## config.mk

```make
export PLATFORM = sky130hd
export DESIGN_NAME = moving_average_filter_top
export DESIGN_NICKNAME = d
export VERILOG_FILES = /design/src/hdl/maf_pkg.sv /design/src/hdl/maf_ram.sv /design/src/hdl/maf_fifo.sv /design/src/hdl/maf_front.sv /design/src/hdl/maf_back.sv /design/src/hdl/moving_average_filter_top.sv
export SDC_FILE = /design/constraint.sdc
export NUM_CORES = 1
export LEC_CHECK = 0
export ABC_AREA = 1
export BUFFER_PORTS_ARGS = -buffer_cell sky130_fd_sc_hd__buf_2
export CAP_MARGIN = 10
export CORE_UTILIZATION = 60
export CTS_BUF_LIST = sky130_fd_sc_hd__clkbuf_4 sky130_fd_sc_hd__clkbuf_8 sky130_fd_sc_hd__clkbuf_16
export DETAILED_ROUTE_END_ITERATION = 12
export PLACE_DENSITY = 0.76
export SYNTH_ARGS = -nofsm -noshare
export SYNTH_HDL_FRONTEND = slang
export SYNTH_SLANG_ARGS = --single-unit
export TNS_END_PERCENT = 20
```

## constraint.sdc

```tcl
create_clock -name clk_i -period 6.1 [get_ports clk_i]
set_input_delay 0.61 -clock clk_i [delete_from_list [all_inputs] [get_ports clk_i]]
set_output_delay 0.61 -clock clk_i [all_outputs]
set_load 0.01 [all_outputs]
```

## src/hdl/maf_pkg.sv

```systemverilog
// ----------------------------------------------------------------------------
// Moving average filter package
// Shared constants, queue entry and status types, and state encodings.
// ----------------------------------------------------------------------------
package maf_pkg;

  localparam int MAX_WINDOW  = 64;
  localparam int SAMPLE_BITS = 16;
  localparam int OUT_BITS    = 16;
  localparam int CFG_BITS    = 7;
  localparam int SUM_BITS    = SAMPLE_BITS + $clog2(MAX_WINDOW);
  localparam int CNT_BITS    = $clog2(MAX_WINDOW + 1);
  localparam int SLOT_BITS   = $clog2(MAX_WINDOW);
  localparam int DIV_STEPS   = SUM_BITS;
  localparam int STEP_BITS   = $clog2(DIV_STEPS);
  localparam int QUEUE_DEPTH = 2;
  localparam int QPTR_BITS   = (QUEUE_DEPTH > 1) ? $clog2(QUEUE_DEPTH) : 1;
  localparam int QCNT_BITS   = $clog2(QUEUE_DEPTH + 1);

  localparam logic [CFG_BITS-1:0] WL_RESET = CFG_BITS'(10);

  // Work handed from the front end to the divider.
  typedef struct packed {
    logic signed [SUM_BITS-1:0] sum;
    logic [CNT_BITS-1:0]        count;
    logic                       full;
  } maf_entry_t;

  typedef struct packed {
    logic empty;
    logic full;
  } maf_qstat_t;

  typedef enum logic {
    FR_IDLE,
    FR_UPD
  } maf_front_state_e;

  typedef enum logic [1:0] {
    BK_IDLE,
    BK_DIV,
    BK_HOLD
  } maf_back_state_e;

endpackage

```

## src/hdl/maf_ram.sv

```systemverilog
// ----------------------------------------------------------------------------
// Generic RAM
// One write port, one read port, registered read data.
// ----------------------------------------------------------------------------
module maf_ram #(
  parameter int WIDTH = 16,
  parameter int DEPTH = 64
) (
  input  logic                     clk_i,
  input  logic                     we_i,
  input  logic [$clog2(DEPTH)-1:0] waddr_i,
  input  logic [WIDTH-1:0]         wdata_i,
  input  logic                     re_i,
  input  logic [$clog2(DEPTH)-1:0] raddr_i,
  output logic [WIDTH-1:0]         rdata_o
);

  logic [WIDTH-1:0] mem_q [DEPTH];
  logic [WIDTH-1:0] rdata_q;

  always_ff @(posedge clk_i) begin
    if (we_i) begin
      mem_q[waddr_i] <= wdata_i;
    end
    if (re_i) begin
      rdata_q <= mem_q[raddr_i];
    end
  end

  assign rdata_o = rdata_q;

endmodule

```

## src/hdl/maf_fifo.sv

```systemverilog
// ----------------------------------------------------------------------------
// Moving average hand-off queue
// Short register queue between the front end and the divider.
// ----------------------------------------------------------------------------
module maf_fifo (
  input  logic                clk_i,
  input  logic                rst_ni,
  input  logic                push_i,
  input  maf_pkg::maf_entry_t data_i,
  input  logic                pop_i,
  output maf_pkg::maf_entry_t data_o,
  output maf_pkg::maf_qstat_t stat_o
);

  maf_pkg::maf_entry_t mem_q [maf_pkg::QUEUE_DEPTH];
  logic [maf_pkg::QPTR_BITS-1:0] wr_ptr_q, wr_ptr_d;
  logic [maf_pkg::QPTR_BITS-1:0] rd_ptr_q, rd_ptr_d;
  logic [maf_pkg::QCNT_BITS-1:0] cnt_q, cnt_d;
  logic do_push, do_pop;

  assign stat_o.empty = (cnt_q == '0);
  assign stat_o.full  = (cnt_q == maf_pkg::QCNT_BITS'(maf_pkg::QUEUE_DEPTH));
  assign do_push = push_i && !stat_o.full;
  assign do_pop  = pop_i && !stat_o.empty;
  assign data_o  = mem_q[rd_ptr_q];

  always_comb begin
    wr_ptr_d = wr_ptr_q;
    rd_ptr_d = rd_ptr_q;
    cnt_d    = cnt_q;
    if (do_push) begin
      wr_ptr_d = (int'(wr_ptr_q) == maf_pkg::QUEUE_DEPTH - 1) ? '0
               : wr_ptr_q + maf_pkg::QPTR_BITS'(1);
    end
    if (do_pop) begin
      rd_ptr_d = (int'(rd_ptr_q) == maf_pkg::QUEUE_DEPTH - 1) ? '0
               : rd_ptr_q + maf_pkg::QPTR_BITS'(1);
    end
    if (do_push && !do_pop) begin
      cnt_d = cnt_q + maf_pkg::QCNT_BITS'(1);
    end else if (!do_push && do_pop) begin
      cnt_d = cnt_q - maf_pkg::QCNT_BITS'(1);
    end
  end

  always_ff @(posedge clk_i or negedge rst_ni) begin
    if (!rst_ni) begin
      wr_ptr_q <= '0;
      rd_ptr_q <= '0;
      cnt_q    <= '0;
    end else begin
      wr_ptr_q <= wr_ptr_d;
      rd_ptr_q <= rd_ptr_d;
      cnt_q    <= cnt_d;
    end
  end

  always_ff @(posedge clk_i) begin
    if (do_push) begin
      mem_q[wr_ptr_q] <= data_i;
    end
  end

endmodule

```

## src/hdl/maf_front.sv

```systemverilog
// ----------------------------------------------------------------------------
// Moving average front end
// Takes samples, keeps the sample ring, running sum, count and write slot,
// and hands sum and count to the divider queue.
// ----------------------------------------------------------------------------
module maf_front (
  input  logic                                  clk_i,
  input  logic                                  rst_ni,
  input  logic                                  push,
  output logic                                  full,
  input  logic signed [maf_pkg::SAMPLE_BITS-1:0] sample_i,
  input  logic                                  cfg_valid,
  output logic                                  cfg_ready,
  input  logic [maf_pkg::CFG_BITS-1:0]          cfg_data_i,
  input  maf_pkg::maf_qstat_t                   qstat_i,
  output logic                                  q_push_o,
  output maf_pkg::maf_entry_t                   q_data_o
);

  maf_pkg::maf_front_state_e state_q, state_d;

  logic signed [maf_pkg::SAMPLE_BITS-1:0] sample_q;
  logic signed [maf_pkg::SUM_BITS-1:0]    sum_q, sum_d;
  logic [maf_pkg::CNT_BITS-1:0]           cnt_q, cnt_d;
  logic [maf_pkg::CNT_BITS-1:0]           len_q, len_d;
  logic [maf_pkg::SLOT_BITS-1:0]          slot_q, slot_d;
  logic [maf_pkg::CNT_BITS-1:0]           slot_inc;
  logic [maf_pkg::SAMPLE_BITS-1:0]        old_sample;
  logic signed [maf_pkg::SUM_BITS-1:0]    old_ext, new_ext;
  logic accept, cfg_write, ram_re, ram_we, win_full;

  maf_ram #(
    .WIDTH (maf_pkg::SAMPLE_BITS),
    .DEPTH (maf_pkg::MAX_WINDOW)
  ) u_ring (
    .clk_i   (clk_i),
    .we_i    (ram_we),
    .waddr_i (slot_q),
    .wdata_i (sample_q),
    .re_i    (ram_re),
    .raddr_i (slot_q),
    .rdata_o (old_sample)
  );

  // Next state
  always_comb begin
    state_d = state_q;
    unique case (state_q)
      maf_pkg::FR_IDLE: begin
        if (accept) begin
          state_d = maf_pkg::FR_UPD;
        end
      end
      maf_pkg::FR_UPD: begin
        state_d = maf_pkg::FR_IDLE;
      end
      default: state_d = maf_pkg::FR_IDLE;
    endcase
  end

  // Outputs
  always_comb begin
    full      = 1'b1;
    cfg_ready = 1'b0;
    ram_we    = 1'b0;
    q_push_o  = 1'b0;
    unique case (state_q)
      maf_pkg::FR_IDLE: begin
        full      = qstat_i.full;
        cfg_ready = 1'b1;
      end
      maf_pkg::FR_UPD: begin
        ram_we   = 1'b1;
        q_push_o = 1'b1;
      end
      default: begin
        full = 1'b1;
      end
    endcase
  end

  assign accept    = push && !full;
  assign ram_re    = accept;
  assign cfg_write = cfg_valid && cfg_ready;

  // Window length as used: zero counts as one, large values clamp.
  always_comb begin
    if (cfg_data_i == '0) begin
      len_d = maf_pkg::CNT_BITS'(1);
    end else if (int'(cfg_data_i) > maf_pkg::MAX_WINDOW) begin
      len_d = maf_pkg::CNT_BITS'(maf_pkg::MAX_WINDOW);
    end else begin
      len_d = maf_pkg::CNT_BITS'(cfg_data_i);
    end
  end

  assign win_full = (cnt_q >= len_q);
  assign old_ext  = win_full ? maf_pkg::SUM_BITS'(signed'(old_sample)) : '0;
  assign new_ext  = maf_pkg::SUM_BITS'(sample_q);
  assign sum_d    = sum_q - old_ext + new_ext;
  assign cnt_d    = win_full ? cnt_q : cnt_q + maf_pkg::CNT_BITS'(1);
  assign slot_inc = maf_pkg::CNT_BITS'(slot_q) + maf_pkg::CNT_BITS'(1);
  assign slot_d   = (slot_inc >= len_q) ? '0 : maf_pkg::SLOT_BITS'(slot_inc);

  assign q_data_o.sum   = sum_d;
  assign q_data_o.count = cnt_d;
  assign q_data_o.full  = (cnt_d == len_q);

  always_ff @(posedge clk_i or negedge rst_ni) begin
    if (!rst_ni) begin
      state_q <= maf_pkg::FR_IDLE;
      sum_q   <= '0;
      cnt_q   <= '0;
      slot_q  <= '0;
      len_q   <= maf_pkg::CNT_BITS'(maf_pkg::WL_RESET);
    end else begin
      state_q <= state_d;
      if (cfg_write) begin
        len_q  <= len_d;
        sum_q  <= '0;
        cnt_q  <= '0;
        slot_q <= '0;
      end else if (state_q == maf_pkg::FR_UPD) begin
        sum_q  <= sum_d;
        cnt_q  <= cnt_d;
        slot_q <= slot_d;
      end
    end
  end

  always_ff @(posedge clk_i) begin
    if (accept) begin
      sample_q <= sample_i;
    end
  end

endmodule

```

## src/hdl/maf_back.sv

```systemverilog
// ----------------------------------------------------------------------------
// Moving average back end
// Bit-serial restoring divider of sum by count, result held until popped.
// ----------------------------------------------------------------------------
module maf_back (
  input  logic                                clk_i,
  input  logic                                rst_ni,
  input  maf_pkg::maf_qstat_t                 qstat_i,
  input  maf_pkg::maf_entry_t                 q_data_i,
  output logic                                q_pop_o,
  output logic                                empty,
  input  logic                                pop,
  output logic signed [maf_pkg::OUT_BITS-1:0] average_o,
  output logic                                window_full_o
);

  maf_pkg::maf_back_state_e state_q, state_d;

  logic [maf_pkg::CNT_BITS-1:0]  rem_q, rem_d;
  logic [maf_pkg::CNT_BITS-1:0]  div_q;
  logic [maf_pkg::SUM_BITS-1:0]  quo_q, quo_d;
  logic [maf_pkg::STEP_BITS-1:0] step_q;
  logic                          neg_q, flag_q;
  logic [maf_pkg::OUT_BITS-1:0]  avg_q;
  logic [maf_pkg::CNT_BITS:0]    trial;
  logic                          ge, load, last;
  logic [maf_pkg::SUM_BITS-1:0]  mag;
  logic [maf_pkg::SUM_BITS-1:0]  signed_quo;

  // Next state
  always_comb begin
    state_d = state_q;
    unique case (state_q)
      maf_pkg::BK_IDLE: begin
        if (!qstat_i.empty) begin
          state_d = maf_pkg::BK_DIV;
        end
      end
      maf_pkg::BK_DIV: begin
        if (last) begin
          state_d = maf_pkg::BK_HOLD;
        end
      end
      maf_pkg::BK_HOLD: begin
        if (pop) begin
          state_d = maf_pkg::BK_IDLE;
        end
      end
      default: state_d = maf_pkg::BK_IDLE;
    endcase
  end

  // Outputs
  always_comb begin
    q_pop_o = 1'b0;
    empty   = 1'b1;
    unique case (state_q)
      maf_pkg::BK_IDLE: q_pop_o = !qstat_i.empty;
      maf_pkg::BK_DIV:  q_pop_o = 1'b0;
      maf_pkg::BK_HOLD: empty   = 1'b0;
      default:          empty   = 1'b1;
    endcase
  end

  assign load = q_pop_o;
  assign last = (step_q == '0);

  // One quotient bit per cycle; remainder stays below the divisor.
  assign trial = {rem_q, quo_q[maf_pkg::SUM_BITS-1]};
  assign ge    = (trial >= {1'b0, div_q});
  assign rem_d = ge ? maf_pkg::CNT_BITS'(trial - {1'b0, div_q})
                    : maf_pkg::CNT_BITS'(trial);
  assign quo_d = {quo_q[maf_pkg::SUM_BITS-2:0], ge};

  assign mag        = q_data_i.sum[maf_pkg::SUM_BITS-1] ? -q_data_i.sum : q_data_i.sum;
  assign signed_quo = neg_q ? -quo_d : quo_d;

  assign average_o     = avg_q;
  assign window_full_o = flag_q;

  always_ff @(posedge clk_i or negedge rst_ni) begin
    if (!rst_ni) begin
      state_q <= maf_pkg::BK_IDLE;
      step_q  <= '0;
    end else begin
      state_q <= state_d;
      if (load) begin
        step_q <= maf_pkg::STEP_BITS'(maf_pkg::DIV_STEPS - 1);
      end else if (state_q == maf_pkg::BK_DIV && !last) begin
        step_q <= step_q - maf_pkg::STEP_BITS'(1);
      end
    end
  end

  always_ff @(posedge clk_i) begin
    if (load) begin
      rem_q  <= '0;
      quo_q  <= mag;
      div_q  <= q_data_i.count;
      neg_q  <= q_data_i.sum[maf_pkg::SUM_BITS-1];
      flag_q <= q_data_i.full;
    end else if (state_q == maf_pkg::BK_DIV) begin
      rem_q <= rem_d;
      quo_q <= quo_d;
      if (last) begin
        avg_q <= signed_quo[maf_pkg::OUT_BITS-1:0];
      end
    end
  end

endmodule

```

## src/hdl/moving_average_filter_top.sv

```systemverilog
// ----------------------------------------------------------------------------
// Moving average filter
// Boxcar average of the most recent signed samples, one result per sample.
// ----------------------------------------------------------------------------
// Each sample yields one result. The back end's bit-serial divider works one
// quotient bit per cycle over the 22-bit running sum after loading an entry
// from the queue, and takes the next entry only once its result is popped.
// The front end reads the old sample when it takes a push, writes the ring
// in its update state and runs ahead through a two-entry queue, so pushes
// are taken while a finished result waits to be popped. Writing the
// window length, only while the front end is idle, restarts the fill: the
// average is taken over the samples seen so far until the window is full.
// ----------------------------------------------------------------------------
module moving_average_filter_top (
  input  logic                                  clk_i,
  input  logic                                  rst_ni,
  input  logic                                  push,
  output logic                                  full,
  input  logic signed [maf_pkg::SAMPLE_BITS-1:0] sample_i,
  output logic                                  empty,
  input  logic                                  pop,
  output logic signed [maf_pkg::OUT_BITS-1:0]    average_o,
  output logic                                  window_full_o,
  input  logic                                  cfg_valid,
  output logic                                  cfg_ready,
  input  logic [maf_pkg::CFG_BITS-1:0]          cfg_data_i
);

  maf_pkg::maf_qstat_t qstat;
  maf_pkg::maf_entry_t q_wdata, q_rdata;
  logic q_push, q_pop;

  maf_front u_front (
    .clk_i      (clk_i),
    .rst_ni     (rst_ni),
    .push       (push),
    .full       (full),
    .sample_i   (sample_i),
    .cfg_valid  (cfg_valid),
    .cfg_ready  (cfg_ready),
    .cfg_data_i (cfg_data_i),
    .qstat_i    (qstat),
    .q_push_o   (q_push),
    .q_data_o   (q_wdata)
  );

  maf_fifo u_fifo (
    .clk_i  (clk_i),
    .rst_ni (rst_ni),
    .push_i (q_push),
    .data_i (q_wdata),
    .pop_i  (q_pop),
    .data_o (q_rdata),
    .stat_o (qstat)
  );

  maf_back u_back (
    .clk_i         (clk_i),
    .rst_ni        (rst_ni),
    .qstat_i       (qstat),
    .q_data_i      (q_rdata),
    .q_pop_o       (q_pop),
    .empty         (empty),
    .pop           (pop),
    .average_o     (average_o),
    .window_full_o (window_full_o)
  );

endmodule

```

==> flow_metrics.py <==
metrics = {
    "pwr": {
        "p_clk_share_pct": 28.0,
        "p_sw_share_pct": 34.0,
        "power_per_cell_area_mw_per_mm2": 457,
        "power.internal_mw": 16.7,
        "combPwrFrac_pct": 29.2,
        "ir_drop_mv": 0.315,
        "pwr-share-seq_pct": 42.8,
        "power.switching_mw": 8.64,
        "power_mw": 25.4,
        "p_leak_nw": 20.5,
    },
    "logic_synthesis": {
        "synthFlopType": "edfxtp_1",
        "ys_types": 55,
        "synth-seq-cells": 1224,
        "post_synth.cell_area_avg_sq_um": 12.5,
        "synth_fp_nets": 4085,
        "yosysWarnings": 0,
        "syn_area_sq_mm": 0.0499,
        "yosysSeqAreaShare_pct": 73.0,
        "synth.area.top_cells": "edfxtp_1, nand2_1, dfrtp_1, a22oi_1, inv_1",
        "ys_top_cells_by_count": "nand2_1, edfxtp_1, inv_1, nor2_1, nand4_1",
        "yosysMostFrequentCell": "nand2_1",
        "yosysTopAreaCellShare_pct": 70.0,
        "synth-edff-count": 1163,
        "synthesis.instances": 3985,
        "synth_top_cell_by_area": "edfxtp_1",
        "async_flop_share_pct": 4.41,
    },
    "clock_network": {
        "clock_path_buffers": 3,
        "cts_tree": "done",
        "clk_pin_slew_ns": 0.06,
        "cts-buffers-inserted": 116,
        "holdBufCountCts": 0,
        "cts_resized": 0,
        "ctsRootBufferMaster": "clkbuf_16",
        "cts.htree.levels": 3,
        "worstSkewPairLatency_ns": 0.71,
        "clock-sinks": 1224,
        "post_cts_buffers": 0,
    },
    "critical_path": {
        "required_ns": 6.55,
        "setup.worst_path.start_class": "register",
        "path_max_fanout": 24,
        "worstReg2RegEnd": "u_fifo.mem_q[0][22]",
        "setup.worst_path.class": "reg -> reg",
        "crit_arrival_ns": 4.73,
        "reg2reg_depth": 22,
        "r2r_slack_ns": 1.82,
        "worstSetupEndpointType": "register",
        "timing.rr.start": "u_front.len_q[1]",
    },
    "timing": {
        "fin_crit_sh_pct": 70.2,
        "fin_skew_ns": 0.0725,
        "setup_violations": 0,
        "relSlewSlack_pct": 27.1,
        "setup_tns_ns": 0,
        "drv_slew": 0,
        "rsz0062_at_grt": "false",
        "max_freq_mhz": 234,
        "worst_pin_slew_ns": 1.09,
        "hold_viol": 0,
        "hold_slack_ns": 0.0817,
        "finalCriticalPeriod_ns": 4.28,
    },
    "die": {
        "std_cell_rows": 105,
        "coreArea_sq_mm": 0.0822,
        "die_area_sq_mm": 0.0843,
        "pin_count": 48,
        "start_util_pct": 60.7,
        "die_h_microns": 290,
        "die_x_microns": 290,
    },
    "global_routing": {
        "grt_pass1_wl_mm": 190,
        "antenna_found_initial": 1,
        "grt_overflow": 0,
        "grt_pass1_vias": 31100,
        "grt_max_degree": 129,
        "grt.total_usage_pct": 30.2,
    },
    "place": {
        "numPortBuffers": 47,
        "place_area_sq_mm": 0.0517,
        "dp_hpwl_mm": 71.6,
        "place_congestion": 0.903,
    },
    "routing": {
        "ant_nets": 0,
        "dr.first_iter.drc_count": 3592,
        "num_vias": 31900,
        "drcViolationCount": 0,
        "firstDrtPassIters": 10,
        "drt-wirelength-per-cell_microns": 24.0,
        "vias_per_cell": 6.03,
        "finalWirelength_mm": 127,
    },
    "final_layout": {
        "syn2layout_area_growth_pct": 11.3,
        "fillCellCount": 5550,
        "nNetsFinal": 4220,
        "n_antenna_cell": 0,
        "drive_above_1_share_pct": 9.43,
        "final_cell_area_sq_mm": 0.0555,
    },
    "worst_hold_path": {
        "hp-class": "in -> reg",
        "holdCritStartpoint": "sample_i[5]",
        "min_path_cells": 1,
        "min_delay_worst_endpoint": "u_front.sample_q[5]",
    },
    "outcome": {
        "status": "complete, no violations",
    },
    "flow_run": {
        "drv_cap": 0,
    },
}
cells in the final DEF (no fill, tap or decap), types with 4 or more instances in the layout:
cell	instances
nand2_1	1194
edfxtp_1	1163
inv_1	289
nor2_1	198
nand4_1	148
a22oi_1	145
nand3_1	139
o21ai_0	122
clkbuf_16	117
buf_4	108
a21oi_1	57
dfrtp_1	52
o21ai_1	50
ha_1	50
buf_2	47
xor2_1	35
clkinv_1	34
clkbuf_4	29
fa_1	22
clkinv_2	21
a22o_1	17
o22ai_1	17
xnor2_1	13
and2_1	11
nor3_1	10
inv_2	9
nor2_4	9
bufinv_16	8
nand3b_1	7
o2bb2ai_1	7
dfxtp_1	7
a211oi_1	6
o2111ai_1	6
buf_12	6
nand3_2	5
nand2_2	5
a21o_1	4
nor3_2	4
nor2_2	4
clkinvlp_4	4
power by group through the flow:
stage | sequential, mW | clock (mW) | combinational, mW
after global routing | 10.9 | 7.47 | 8.25
after detailed placement | 11.0 | 0 | 7.27
after global placement | 11.0 | 0 | 7.12
after CTS | 10.8 | 7.15 | 7.32
final | 10.9 | 7.11 | 7.41
after floorplan | 11.1 | 0 | 4.95
how the worst max path moves through the flow:
stage,from,end,slack [ns],cells past startpoint
final,u_front.len_q[1],u_fifo.mem_q[0][22],1.82,22
after global routing,u_front.len_q[6],u_fifo.mem_q[0][28],1.26,19
after CTS,u_front.len_q[1],u_fifo.mem_q[0][18],1.83,22
after detailed placement,u_front.len_q[6],u_fifo.mem_q[0][28],1.80,19
after global placement,u_front.len_q[1],u_fifo.mem_q[0][18],1.81,22
after floorplan,u_front.len_q[1],u_fifo.mem_q[0][18],2.23,24
per-stage QoR:
stage                     utilization, %  std cells  setup WS, ns
after floorplan                        -       3985          2.23
after detailed placement            62.9       5072          1.80
after global routing                67.5       5290          1.26
final                               67.5       5290          1.82
after global placement              62.9       5072          1.81
after CTS                           67.5       5290          1.83
routing by layer:
layer | wire length [microns] | global-route usage [%] | vias up
met4 | 5750 | 13.7 | 0
met1 | 46900 | 39.3 | 15300
li1 | - | - | 14300
met5 | 0 | 0 | -
met3 | 13000 | 5.24 | 321
met2 | 61400 | 50.2 | 1915
flip-flops by register name, indices dropped and copies added (netlist names), 7 cells and up:
name	count
u_front.u_ring.mem_q	1024
u_fifo.mem_q	60
u_back.quo_q	22
u_front.sum_q	22
u_back.average_o	16
u_front.sample_q	16
u_front.u_ring.rdata_o	16
u_back.div_q	7
u_back.rem_q	7
u_front.cnt_q	7
u_front.len_q	7
cell type report:
| class | instances | area [sq um] | share of cell area [%] |
|---|---|---|---|
| flip-flops and latches | 1224 | 36400 | 65.6 |
| multi-input cells | 2313 | 11700 | 21.0 |
| clock buffers | 146 | 3150 | 5.67 |
| well taps | 1070 | 1340 | 2.41 |
| repair buffers | 161 | 1170 | 2.10 |
| inverters | 304 | 1150 | 2.07 |
| clock inverters | 72 | 641 | 1.15 |
logic make-up (layout without fill, tap and decap cells):
logic type,count (synthesis),after routing,share of synthesized area (%)
simple gates,1745,1745,14.6
flops,1224,1224,73.0
compound gates,448,448,5.65
buf+inv,448,683,3.74
fa+ha+maj,72,72,2.14
xor+xnor,48,48,0.843
worst max-delay path, cell delays in order (launching register included):
cell	delay (ns)
dfstp_2	0.52
inv_1	0.07
ha_1	0.31
nand2_1	0.07
nor2_1	0.05
nand3_1	0.14
nand3_2	0.50
nand2_1	0.20
inv_1	0.06
ha_1	0.27
inv_1	0.06
ha_1	0.19
inv_1	0.08
fa_1	0.46
inv_1	0.10
nand2_1	0.07
o21ai_1	0.30
nand2_1	0.09
nand2_1	0.13
nand3b_1	0.09
nand2_1	0.08
nand2_1	0.06
and2_1	0.17
(Power assumes the default switching activity.)
